## src/sv/tasdg_pkg.sv

```systemverilog
`timescale 1ns / 1ps
// ----------------------------------------------------------------------------
// tasdg_pkg: shared types and constants for the step/dir generator
// Request and result payloads, per-axis control/view bundles, command and
// register codes, fixed delays.
// ----------------------------------------------------------------------------
package tasdg_pkg;

	localparam int NUM_AXES_DEF = 3;

	localparam int CMD_W     = 2;
	localparam int AXIS_W    = 2;
	localparam int POS_W     = 32;
	localparam int DELAY_W   = 16;
	localparam int COUNT_W   = 17;
	localparam int TICK_W    = 10;
	localparam int MAXPOS_W  = 31;
	localparam int FLAG_W    = 3;
	localparam int CFG_IDX_W = 3;
	localparam int CFG_DAT_W = 31;

	// command codes
	localparam logic [CMD_W-1:0] CMD_TICK = 2'd0;
	localparam logic [CMD_W-1:0] CMD_SET  = 2'd1;
	localparam logic [CMD_W-1:0] CMD_HOME = 2'd2;

	// register indexes
	localparam logic [CFG_IDX_W-1:0] REG_TICK_US    = 3'd0;
	localparam logic [CFG_IDX_W-1:0] REG_DIR_INVERT = 3'd1;
	localparam logic [CFG_IDX_W-1:0] REG_MAX_POS_X  = 3'd2;
	localparam logic [CFG_IDX_W-1:0] REG_MAX_POS_Y  = 3'd3;
	localparam logic [CFG_IDX_W-1:0] REG_MAX_POS_Z  = 3'd4;

	localparam logic [TICK_W-1:0]   TICK_US_RST  = 10'd10;
	localparam logic [MAXPOS_W-1:0] MAX_POS_RST  = 31'h7FFF_FFFF;
	localparam logic [DELAY_W-1:0]  MIN_DELAY    = 16'd100;
	localparam logic [DELAY_W-1:0]  HOME_DLY_XY  = 16'd500;
	localparam logic [DELAY_W-1:0]  HOME_DLY_Z   = 16'd200;

	typedef struct packed {
		logic [CMD_W-1:0]        cmd;
		logic [AXIS_W-1:0]       axis;
		logic signed [POS_W-1:0] target_pos;
		logic [DELAY_W-1:0]      step_delay_us;
		logic [FLAG_W-1:0]       home_levels;
		logic                    stop_active;
	} cmd_item_t;

	typedef struct packed {
		logic [FLAG_W-1:0]       step_lines;
		logic [FLAG_W-1:0]       dir_lines;
		logic [FLAG_W-1:0]       busy_flags;
		logic                    any_busy;
		logic                    all_at_zero;
		logic [FLAG_W-1:0]       home_flags;
		logic signed [POS_W-1:0] position_x;
		logic signed [POS_W-1:0] position_y;
		logic signed [POS_W-1:0] position_z;
	} result_t;

	typedef struct packed {
		logic                    tick;
		logic                    set_tgt;
		logic                    start_home;
		logic                    home_pressed;
		logic                    inv;
		logic [TICK_W-1:0]       tick_us;
		logic [MAXPOS_W-1:0]     max_pos;
		logic signed [POS_W-1:0] target_pos;
		logic [DELAY_W-1:0]      step_delay;
		logic [DELAY_W-1:0]      home_delay;
	} axis_ctl_t;

	typedef struct packed {
		logic step;
		logic dir;
		logic busy;
		logic home;
	} axis_view_t;

endpackage

```

## src/sv/tasdg_axis.sv

```systemverilog
`timescale 1ns / 1ps
// ----------------------------------------------------------------------------
// tasdg_axis: one axis of the step/dir generator
// Holds the axis state and computes its next state for one request.
// ----------------------------------------------------------------------------
module tasdg_axis (
	input  logic                               clk,
	input  logic                               arst_n,
	input  logic                               en,
	input  tasdg_pkg::axis_ctl_t               ctl,
	output tasdg_pkg::axis_view_t              view,
	output logic signed [tasdg_pkg::POS_W-1:0] pos_nx
);

	logic signed [tasdg_pkg::POS_W-1:0] pos_q, tgt_q, tgt_d, clamped;
	logic [tasdg_pkg::DELAY_W-1:0]      dly_q, dly_d;
	logic [tasdg_pkg::COUNT_W-1:0]      cnt_q, cnt_d, cnt_sat;
	logic [tasdg_pkg::COUNT_W:0]        cnt_sum;
	logic homing_q, homing_d, step_q, step_d, dir_q, dir_d, busy_q, busy_d;
	logic home_q, home_d, reach, clamp_hi;

	assign cnt_sum = {1'b0, cnt_q} + (tasdg_pkg::COUNT_W+1)'(ctl.tick_us);
	assign cnt_sat = cnt_sum[tasdg_pkg::COUNT_W] ? '1 : cnt_sum[tasdg_pkg::COUNT_W-1:0];
	assign reach   = cnt_sat >= tasdg_pkg::COUNT_W'(dly_q);

	// negative targets never exceed the (non-negative) maximum
	assign clamp_hi = !ctl.target_pos[tasdg_pkg::POS_W-1]
		&& (ctl.target_pos[tasdg_pkg::POS_W-2:0] > ctl.max_pos);
	assign clamped  = clamp_hi ? signed'({1'b0, ctl.max_pos}) : ctl.target_pos;

	always_comb begin
		pos_nx   = pos_q;
		tgt_d    = tgt_q;
		dly_d    = dly_q;
		cnt_d    = cnt_q;
		homing_d = homing_q;
		step_d   = step_q;
		dir_d    = dir_q;
		busy_d   = busy_q;
		home_d   = ctl.tick ? ctl.home_pressed : home_q;
		if (ctl.tick) begin
			if (!reach) begin
				cnt_d = cnt_sat;
			end else begin
				cnt_d = '0;
				if (homing_q) begin
					if (home_d) begin
						pos_nx   = '0;
						tgt_d    = '0;
						homing_d = 1'b0;
						busy_d   = 1'b0;
					end else begin
						busy_d = 1'b1;
						dir_d  = !ctl.inv;
						step_d = !step_q;
					end
				end else if (tgt_q != pos_q) begin
					busy_d = 1'b1;
					step_d = !step_q;
					if (tgt_q < pos_q) begin
						pos_nx = pos_q - 32'sd1;
						dir_d  = !ctl.inv;
					end else begin
						pos_nx = pos_q + 32'sd1;
						dir_d  = ctl.inv;
					end
				end else begin
					busy_d = 1'b0;
				end
			end
		end else if (ctl.set_tgt) begin
			tgt_d = clamped;
			dly_d = (ctl.step_delay < tasdg_pkg::MIN_DELAY) ? tasdg_pkg::MIN_DELAY
				: ctl.step_delay;
			if (clamped != pos_q) busy_d = 1'b1;
		end else if (ctl.start_home) begin
			dly_d    = ctl.home_delay;
			homing_d = 1'b1;
			if (!home_q) busy_d = 1'b1;
		end
	end

	assign view = '{step: step_d, dir: dir_d, busy: busy_d, home: home_d};

	always_ff @(posedge clk or negedge arst_n) begin
		if (!arst_n) begin
			pos_q    <= '0;
			tgt_q    <= '0;
			dly_q    <= '0;
			cnt_q    <= '0;
			homing_q <= 1'b0;
			step_q   <= 1'b0;
			dir_q    <= 1'b0;
			busy_q   <= 1'b0;
			home_q   <= 1'b0;
		end else if (en) begin
			pos_q    <= pos_nx;
			tgt_q    <= tgt_d;
			dly_q    <= dly_d;
			cnt_q    <= cnt_d;
			homing_q <= homing_d;
			step_q   <= step_d;
			dir_q    <= dir_d;
			busy_q   <= busy_d;
			home_q   <= home_d;
		end
	end

endmodule

```

## src/sv/three_axis_step_dir_generator.sv

```systemverilog
// A request accepted into the request register has its result registered in
// the result register. Throughput: one request per cycle unless an unread
// result stalls; axes update in parallel (counter add/compare, position step).
// Reset (arst_n low): all axis state zero, tick_us 10, dir_invert 0,
// max_pos_* 0x7FFFFFFF, both stages empty.
`timescale 1ns / 1ps
// ----------------------------------------------------------------------------
// three_axis_step_dir_generator: stepper step/dir generator with homing
// Request register -> per-axis next-state logic -> result register.
// Ticks advance delay counters and step axes toward their target or home
// switch; set/home commands load per-axis target, delay and mode.
// ----------------------------------------------------------------------------
module three_axis_step_dir_generator #(
	parameter int NUM_AXES = tasdg_pkg::NUM_AXES_DEF
) (
	input  logic                                 clk,
	input  logic                                 arst_n,
	// request channel
	input  logic                                 in_valid,
	output logic                                 in_ready,
	input  tasdg_pkg::cmd_item_t                 in_data,
	// result channel
	output logic                                 out_valid,
	input  logic                                 out_ready,
	output tasdg_pkg::result_t                   out_data,
	// configuration writes
	input  logic                                 cfg_wr_en,
	input  logic [tasdg_pkg::CFG_IDX_W-1:0]      cfg_index,
	input  logic [tasdg_pkg::CFG_DAT_W-1:0]      cfg_data
);

	// ---------------------------------------------------------------------
	// Configuration registers
	// ---------------------------------------------------------------------
	logic [tasdg_pkg::TICK_W-1:0]   tick_us_q;
	logic [tasdg_pkg::FLAG_W-1:0]   dir_inv_q;
	logic [tasdg_pkg::MAXPOS_W-1:0] max_x_q, max_y_q, max_z_q;

	always_ff @(posedge clk or negedge arst_n) begin
		if (!arst_n) begin
			tick_us_q <= tasdg_pkg::TICK_US_RST;
			dir_inv_q <= '0;
			max_x_q   <= tasdg_pkg::MAX_POS_RST;
			max_y_q   <= tasdg_pkg::MAX_POS_RST;
			max_z_q   <= tasdg_pkg::MAX_POS_RST;
		end else if (cfg_wr_en) begin
			unique case (cfg_index)
				tasdg_pkg::REG_TICK_US:    tick_us_q <= cfg_data[tasdg_pkg::TICK_W-1:0];
				tasdg_pkg::REG_DIR_INVERT: dir_inv_q <= cfg_data[tasdg_pkg::FLAG_W-1:0];
				tasdg_pkg::REG_MAX_POS_X:  max_x_q   <= cfg_data;
				tasdg_pkg::REG_MAX_POS_Y:  max_y_q   <= cfg_data;
				tasdg_pkg::REG_MAX_POS_Z:  max_z_q   <= cfg_data;
				default: ; // writes past the register list are dropped
			endcase
		end
	end

	// ---------------------------------------------------------------------
	// Request register. The request is held here until the result register
	// can take its result; fire is the cycle in which state is updated.
	// ---------------------------------------------------------------------
	tasdg_pkg::cmd_item_t item_s1;
	logic                 vld_s1;
	tasdg_pkg::result_t   res_s2, res_d;
	logic                 vld_s2;
	logic                 fire;

	assign fire     = vld_s1 && (!vld_s2 || out_ready);
	assign in_ready = !vld_s1 || fire;

	always_ff @(posedge clk or negedge arst_n) begin
		if (!arst_n) begin
			vld_s1 <= 1'b0;
		end else if (in_ready) begin
			vld_s1 <= in_valid;
		end
	end

	always_ff @(posedge clk) begin
		if (in_valid && in_ready) begin
			item_s1 <= in_data;
		end
	end

	// Tick with stop set, and the unused command code, touch nothing: no
	// axis control line is raised and the result shows the held state.
	logic tick_go;
	assign tick_go = (item_s1.cmd == tasdg_pkg::CMD_TICK) && !item_s1.stop_active;

	// ---------------------------------------------------------------------
	// Axis units
	// ---------------------------------------------------------------------
	tasdg_pkg::axis_ctl_t               ctl  [NUM_AXES];
	tasdg_pkg::axis_view_t              view [NUM_AXES];
	logic signed [tasdg_pkg::POS_W-1:0] pos_nx [NUM_AXES];
	logic [NUM_AXES-1:0]                step_v, dir_v, busy_v, home_v, zero_v;

	for (genvar i = 0; i < NUM_AXES; i++) begin : g_axis
		if (i < 3) begin : g_real
			// only axes 0..2 can be addressed and have a home switch
			assign ctl[i].set_tgt      = (item_s1.cmd == tasdg_pkg::CMD_SET)
				&& (item_s1.axis == tasdg_pkg::AXIS_W'(i));
			assign ctl[i].start_home   = (item_s1.cmd == tasdg_pkg::CMD_HOME)
				&& (item_s1.axis == tasdg_pkg::AXIS_W'(i));
			assign ctl[i].home_pressed = !item_s1.home_levels[i];
			assign ctl[i].inv          = dir_inv_q[i];
			assign ctl[i].max_pos      = (i == 0) ? max_x_q : (i == 1) ? max_y_q : max_z_q;
			assign ctl[i].home_delay   = (i < 2) ? tasdg_pkg::HOME_DLY_XY
				: tasdg_pkg::HOME_DLY_Z;
		end else begin : g_extra
			assign ctl[i].set_tgt      = 1'b0;
			assign ctl[i].start_home   = 1'b0;
			assign ctl[i].home_pressed = 1'b0;
			assign ctl[i].inv          = 1'b0;
			assign ctl[i].max_pos      = tasdg_pkg::MAX_POS_RST;
			assign ctl[i].home_delay   = tasdg_pkg::HOME_DLY_XY;
		end
		assign ctl[i].tick       = tick_go;
		assign ctl[i].tick_us    = tick_us_q;
		assign ctl[i].target_pos = item_s1.target_pos;
		assign ctl[i].step_delay = item_s1.step_delay_us;

		tasdg_axis u_axis (
			.clk    (clk),
			.arst_n (arst_n),
			.en     (fire),
			.ctl    (ctl[i]),
			.view   (view[i]),
			.pos_nx (pos_nx[i])
		);

		assign step_v[i] = view[i].step;
		assign dir_v[i]  = view[i].dir;
		assign busy_v[i] = view[i].busy;
		assign home_v[i] = view[i].home;
		assign zero_v[i] = (pos_nx[i] == '0);
	end

	// ---------------------------------------------------------------------
	// Result assembly: flag fields carry axes 0..2, absent axes read zero.
	// ---------------------------------------------------------------------
	logic [tasdg_pkg::FLAG_W-1:0]       step3, dir3, busy3, home3;
	logic signed [tasdg_pkg::POS_W-1:0] pos3 [tasdg_pkg::FLAG_W];

	for (genvar j = 0; j < tasdg_pkg::FLAG_W; j++) begin : g_pad
		if (j < NUM_AXES) begin : g_on
			assign step3[j] = step_v[j];
			assign dir3[j]  = dir_v[j];
			assign busy3[j] = busy_v[j];
			assign home3[j] = home_v[j];
			assign pos3[j]  = pos_nx[j];
		end else begin : g_off
			assign step3[j] = 1'b0;
			assign dir3[j]  = 1'b0;
			assign busy3[j] = 1'b0;
			assign home3[j] = 1'b0;
			assign pos3[j]  = '0;
		end
	end

	always_comb begin
		res_d             = '0;
		res_d.step_lines  = step3;
		res_d.dir_lines   = dir3;
		res_d.busy_flags  = busy3;
		res_d.any_busy    = |busy_v;
		res_d.all_at_zero = &zero_v;
		res_d.home_flags  = home3;
		res_d.position_x  = pos3[0];
		res_d.position_y  = pos3[1];
		res_d.position_z  = pos3[2];
	end

	// ---------------------------------------------------------------------
	// Result register
	// ---------------------------------------------------------------------
	always_ff @(posedge clk or negedge arst_n) begin
		if (!arst_n) begin
			vld_s2 <= 1'b0;
		end else if (fire) begin
			vld_s2 <= 1'b1;
		end else if (out_ready) begin
			vld_s2 <= 1'b0;
		end
	end

	always_ff @(posedge clk) begin
		if (fire) begin
			res_s2 <= res_d;
		end
	end

	assign out_valid = vld_s2;
	assign out_data  = res_s2;

	// ---------------------------------------------------------------------
	// Assertions
	// ---------------------------------------------------------------------
	// a processed request always lands in the result register
	a_fire_result: assert property (@(posedge clk) disable iff (!arst_n)
		fire |=> out_valid)
		else $error("processed request produced no result");

	// a request that cannot move on stays put in the request register
	a_s1_hold: assert property (@(posedge clk) disable iff (!arst_n)
		vld_s1 && !fire |=> vld_s1 && $stable(item_s1))
		else $error("held request lost or changed");

	// all_at_zero agrees with the reported positions
	a_zero_flag: assert property (@(posedge clk) disable iff (!arst_n)
		out_valid && out_data.all_at_zero |->
			out_data.position_x == '0 && out_data.position_y == '0
			&& out_data.position_z == '0)
		else $error("all_at_zero set with a nonzero position");

	// any_busy tracks the per-axis busy flags
	a_any_busy: assert property (@(posedge clk) disable iff (!arst_n)
		out_valid |-> out_data.any_busy == (out_data.busy_flags != '0))
		else $error("any_busy disagrees with busy_flags");

endmodule
```

## config.mk

```make
export PLATFORM = sky130hd
export DESIGN_NAME = three_axis_step_dir_generator
export DESIGN_NICKNAME = d
export VERILOG_FILES = /design/src/sv/tasdg_pkg.sv /design/src/sv/tasdg_axis.sv /design/src/sv/three_axis_step_dir_generator.sv
export SDC_FILE = /design/constraint.sdc
export NUM_CORES = 2
export LEC_CHECK = 0
export BUFFER_PORTS_ARGS = -buffer_cell sky130_fd_sc_hd__buf_2
export CORE_ASPECT_RATIO = 0.6
export CORE_MARGIN = 2
export CORE_UTILIZATION = 45
export DETAILED_ROUTE_END_ITERATION = 12
export GPL_TIMING_DRIVEN = 0
export PLACE_DENSITY_LB_ADDON = 0.1
export SETUP_SLACK_MARGIN = 0.05
export SKIP_CTS_REPAIR_TIMING = 1
export SYNTH_ARGS = -nofsm -noshare
export SYNTH_HDL_FRONTEND = slang
export SYNTH_HIERARCHICAL = 1
export SYNTH_SLANG_ARGS = --single-unit
```

## constraint.sdc

```tcl
create_clock -name clk -period 9.4 [get_ports clk]
set_input_delay 0.47 -clock clk [delete_from_list [all_inputs] [get_ports clk]]
set_output_delay 0.47 -clock clk [all_outputs]
set_load 0.03 [all_outputs]
```

==> results.yml <==
critical_path:
  critPathMaxStageDelay_ps: 790
  cp_top_family: "compound AO/OA/AOI/OAI gates"
  cp.required_ps: 9880
  cp_slowest_cell: "a2111oi_1"
  startpoint_type: "register"
  critPathBufInv: 2
  critPathKind: "reg2reg"
  crit_fanout: 34
  path_cells: "inv_1 > ha_1 > nand3_1 > o221ai_1 > a211oi_2 > o211ai_1 > a2111oi_1 > a21o_4 > ha_1 > o21a_1 > a31oi_1 > o211a_1 > a21boi_0 > o211ai_1 > a31o_2 > a221oi_1 > o311ai_1 > o211ai_1 > o211ai_1 > nor4_2 > buf_4 > nand4_1 > or4_1 > nor3_2"
  worstSetupEndpointType: "register"
  cp_data_arrival_time_ps: 9430
  critPathMostFrequentCell: "o211ai_1"
die:
  core_mm2: 0.0839
  initial_core_util: 0.456
  dieWidth_um: 381
  rows: 82
  ios: 207
  die_h_um: 230
  die_area_mm2: 0.0875
hold_path:
  min_path_type: "in2reg"
power_and_ir_drop:
  p_clk_frac: 0.210
  internal_power_uw: 7000
  comb_power_share: 0.457
  ir_worst_vdd_mv: 0.150
  swShare: 0.432
  p_sw_uw: 5330
  p_seq_frac: 0.333
  power_uw: 12300
  p_leak_uw: 0.0198
  p_per_area_mw_per_mm2: 282
synth:
  yosys_warnings: 6
  synth_ff_type: "dfrtp_1"
  synthCells: 3911
  synth_cell_types: 107
  async_flop_share: 0.714
  syn-cell-area_mm2: 0.0383
  syn_avg_cell_area_um2: 9.79
  synth-seq-cells: 580
  yosysSeqAreaShare: 0.404
  synth_edf_count: 166
route:
  num_vias: 32800
  drtAntennaViolNets: 0
  wirelength_um: 141000
  viasPerCell: 5.99
  routedWlPerCell_um: 25.8
  first_pass_iters: 8
  post-route-drc-count: 0
  first_iter_violations: 3993
sta:
  setup_violations: 0
  tns_ps: 0
  max_freq_ghz: 0.112
  worst_pin_slew_ps: 1390
  finalCritPeriodShare: 0.952
  fin_worst_skew_ps: 35.5
  finalCriticalPeriod_ps: 8950
  slew_viol_final: 0
  hold_violations: 0
  rsz0062_at_grt: "no"
  slew-limit-headroom: 0.0470
cells_and_area:
  syn2layout_area_growth_pct: 14.3
  final_common_cell: "ha_1"
  antennaDiodeCount: 0
  fin_nets: 4743
  final_cell_mix: "ha_1, nand2_1, dfrtp_1, inv_1, a21oi_1"
  post_route_cells_drive_above_1_share: 0.150
clocking:
  cts_max_path_buffers: 3
  cts_made_buffers: 60
  htree_levels: 2
  cts_tree: "done"
  cts_sinks: 580
  root_buffer: "clkbuf_16"
  clk_latency_ps: 670
  path_clk_slew_ps: 60
grt:
  antenna_found_initial: 6
  globalRouteTotalUtil: 0.316
  grt_max_degree: 111
  grt_pass1_wl_um: 206000
  grt_pass1_vias: 29900
  gr-total-overflow: 0
placement:
  io_buffer_count: 206
  routabilityCongestion: 1.03
  dp_hpwl_um: 110000
flow_run:
  drv_cap: 0
outcome:
  status: "finished clean"
## registers in the layout, summed over array words and instances (netlist names), 8 cells and up
name	cells
out_data	110
tick_us_q	10
max_y_q	31
g_axis.u_axis/dly_q	48
item_s1	8
ctl	48
g_axis.u_axis/tgt_q	96
max_z_q	31
g_axis.u_axis/pos_q	96
g_axis.u_axis/cnt_q	51
max_x_q	31
## logic make-up after synthesis
logic type,after synthesis,synth area share
AO/OA/AOI/OAI,1132,0.203
XOR/XNOR,241,0.0551
adder cells (fa/ha/maj),366,0.121
buffers and inverters,468,0.0513
flip-flops,580,0.404
multiplexers,160,0.0457
other,2,0.000196
AND/OR/NAND/NOR,962,0.121
## per-layer routing
layer | vias up | GRT usage | routed length (um)
li1 | 15100 | - | -
met1 | 15900 | 0.513 | 70700
met5 | - | 0 | 52
met4 | 8 | 0.0653 | 3050
met3 | 193 | 0.0913 | 15600
met2 | 1550 | 0.399 | 51800
## power groups by stage
stage,combinational [uW],clock (uW),sequential [uW]
floorplan,3820,0,3880
global placement,5380,0,4100
detailed placement,5440,0,4100
CTS,5490,2630,4060
global route,6200,2730,4150
finish,5630,2590,4110
## final cells by class
class | count | area [um2]
Tap cell | 1134 | 1420
Inverter | 320 | 1200
Buffer | 148 | 762
Clock buffer | 75 | 1680
Fill cell | 7873 | 40200
Clock inverter | 37 | 402
Sequential cell | 580 | 15500
Timing Repair Buffer | 263 | 1740
Multi-Input combinational cell | 2909 | 21100
## Yosys cell counts (all sizes together), types with 72 or more instances
| cell type | number | area [um2] |
|---|---|---|
| xnor2 | 129 | 1130 |
| dfrtp | 319 | 7980 |
| nor2 | 207 | 798 |
| a22o | 108 | 946 |
| edfxtp | 166 | 4980 |
| inv | 319 | 1200 |
| nand3 | 72 | 370 |
| o21ai | 271 | 1370 |
| mux2 | 118 | 1330 |
| a21oi | 253 | 1270 |
| nand2 | 348 | 1310 |
| ha | 360 | 4500 |
| xor2 | 112 | 981 |
| a21o | 105 | 788 |
| dfstp | 95 | 2500 |
| clkbuf | 83 | 312 |
## worst paths after layout
path,from,endpoint,slack [ps],depth (start not counted)
setup reg to reg,g_axis[1].u_axis/pos_q[10]$_DFFE_PN0P_,out_data[99]$_DFFE_PP_,450,24
setup / recovery,g_axis[1].u_axis/pos_q[10]$_DFFE_PN0P_,out_data[99]$_DFFE_PP_,450,24
min in group asynchronous,arst_n,g_axis[1].u_axis/cnt_q[12]$_DFFE_PN0P_,340,2
max in group asynchronous,arst_n,g_axis[2].u_axis/tgt_q[10]$_DFFE_PN0P_,7640,4
hold reg to reg,g_axis[0].u_axis/dly_q[6]$_DFFE_PN0P_,g_axis[0].u_axis/dly_q[6]$_DFFE_PN0P_,480,2
hold / removal,in_data[3],item_s1[3]$_DFFE_PP_,20,1
## stage by stage
step	std cells	instance area (um2)	hold WS [ps]	worst slack (ps)	utilization
global placement	5297	40900	464	-1490	0.488
floorplan	3957	38500	174	2860	-
global route	5466	43800	0.423	277	0.522
detailed placement	5307	41200	447	39.9	0.491
CTS	5419	43300	-255	-19.6	0.516
finish	5466	43800	18.2	450	0.522
No activity file was read; power rests on OpenSTA's default activity.
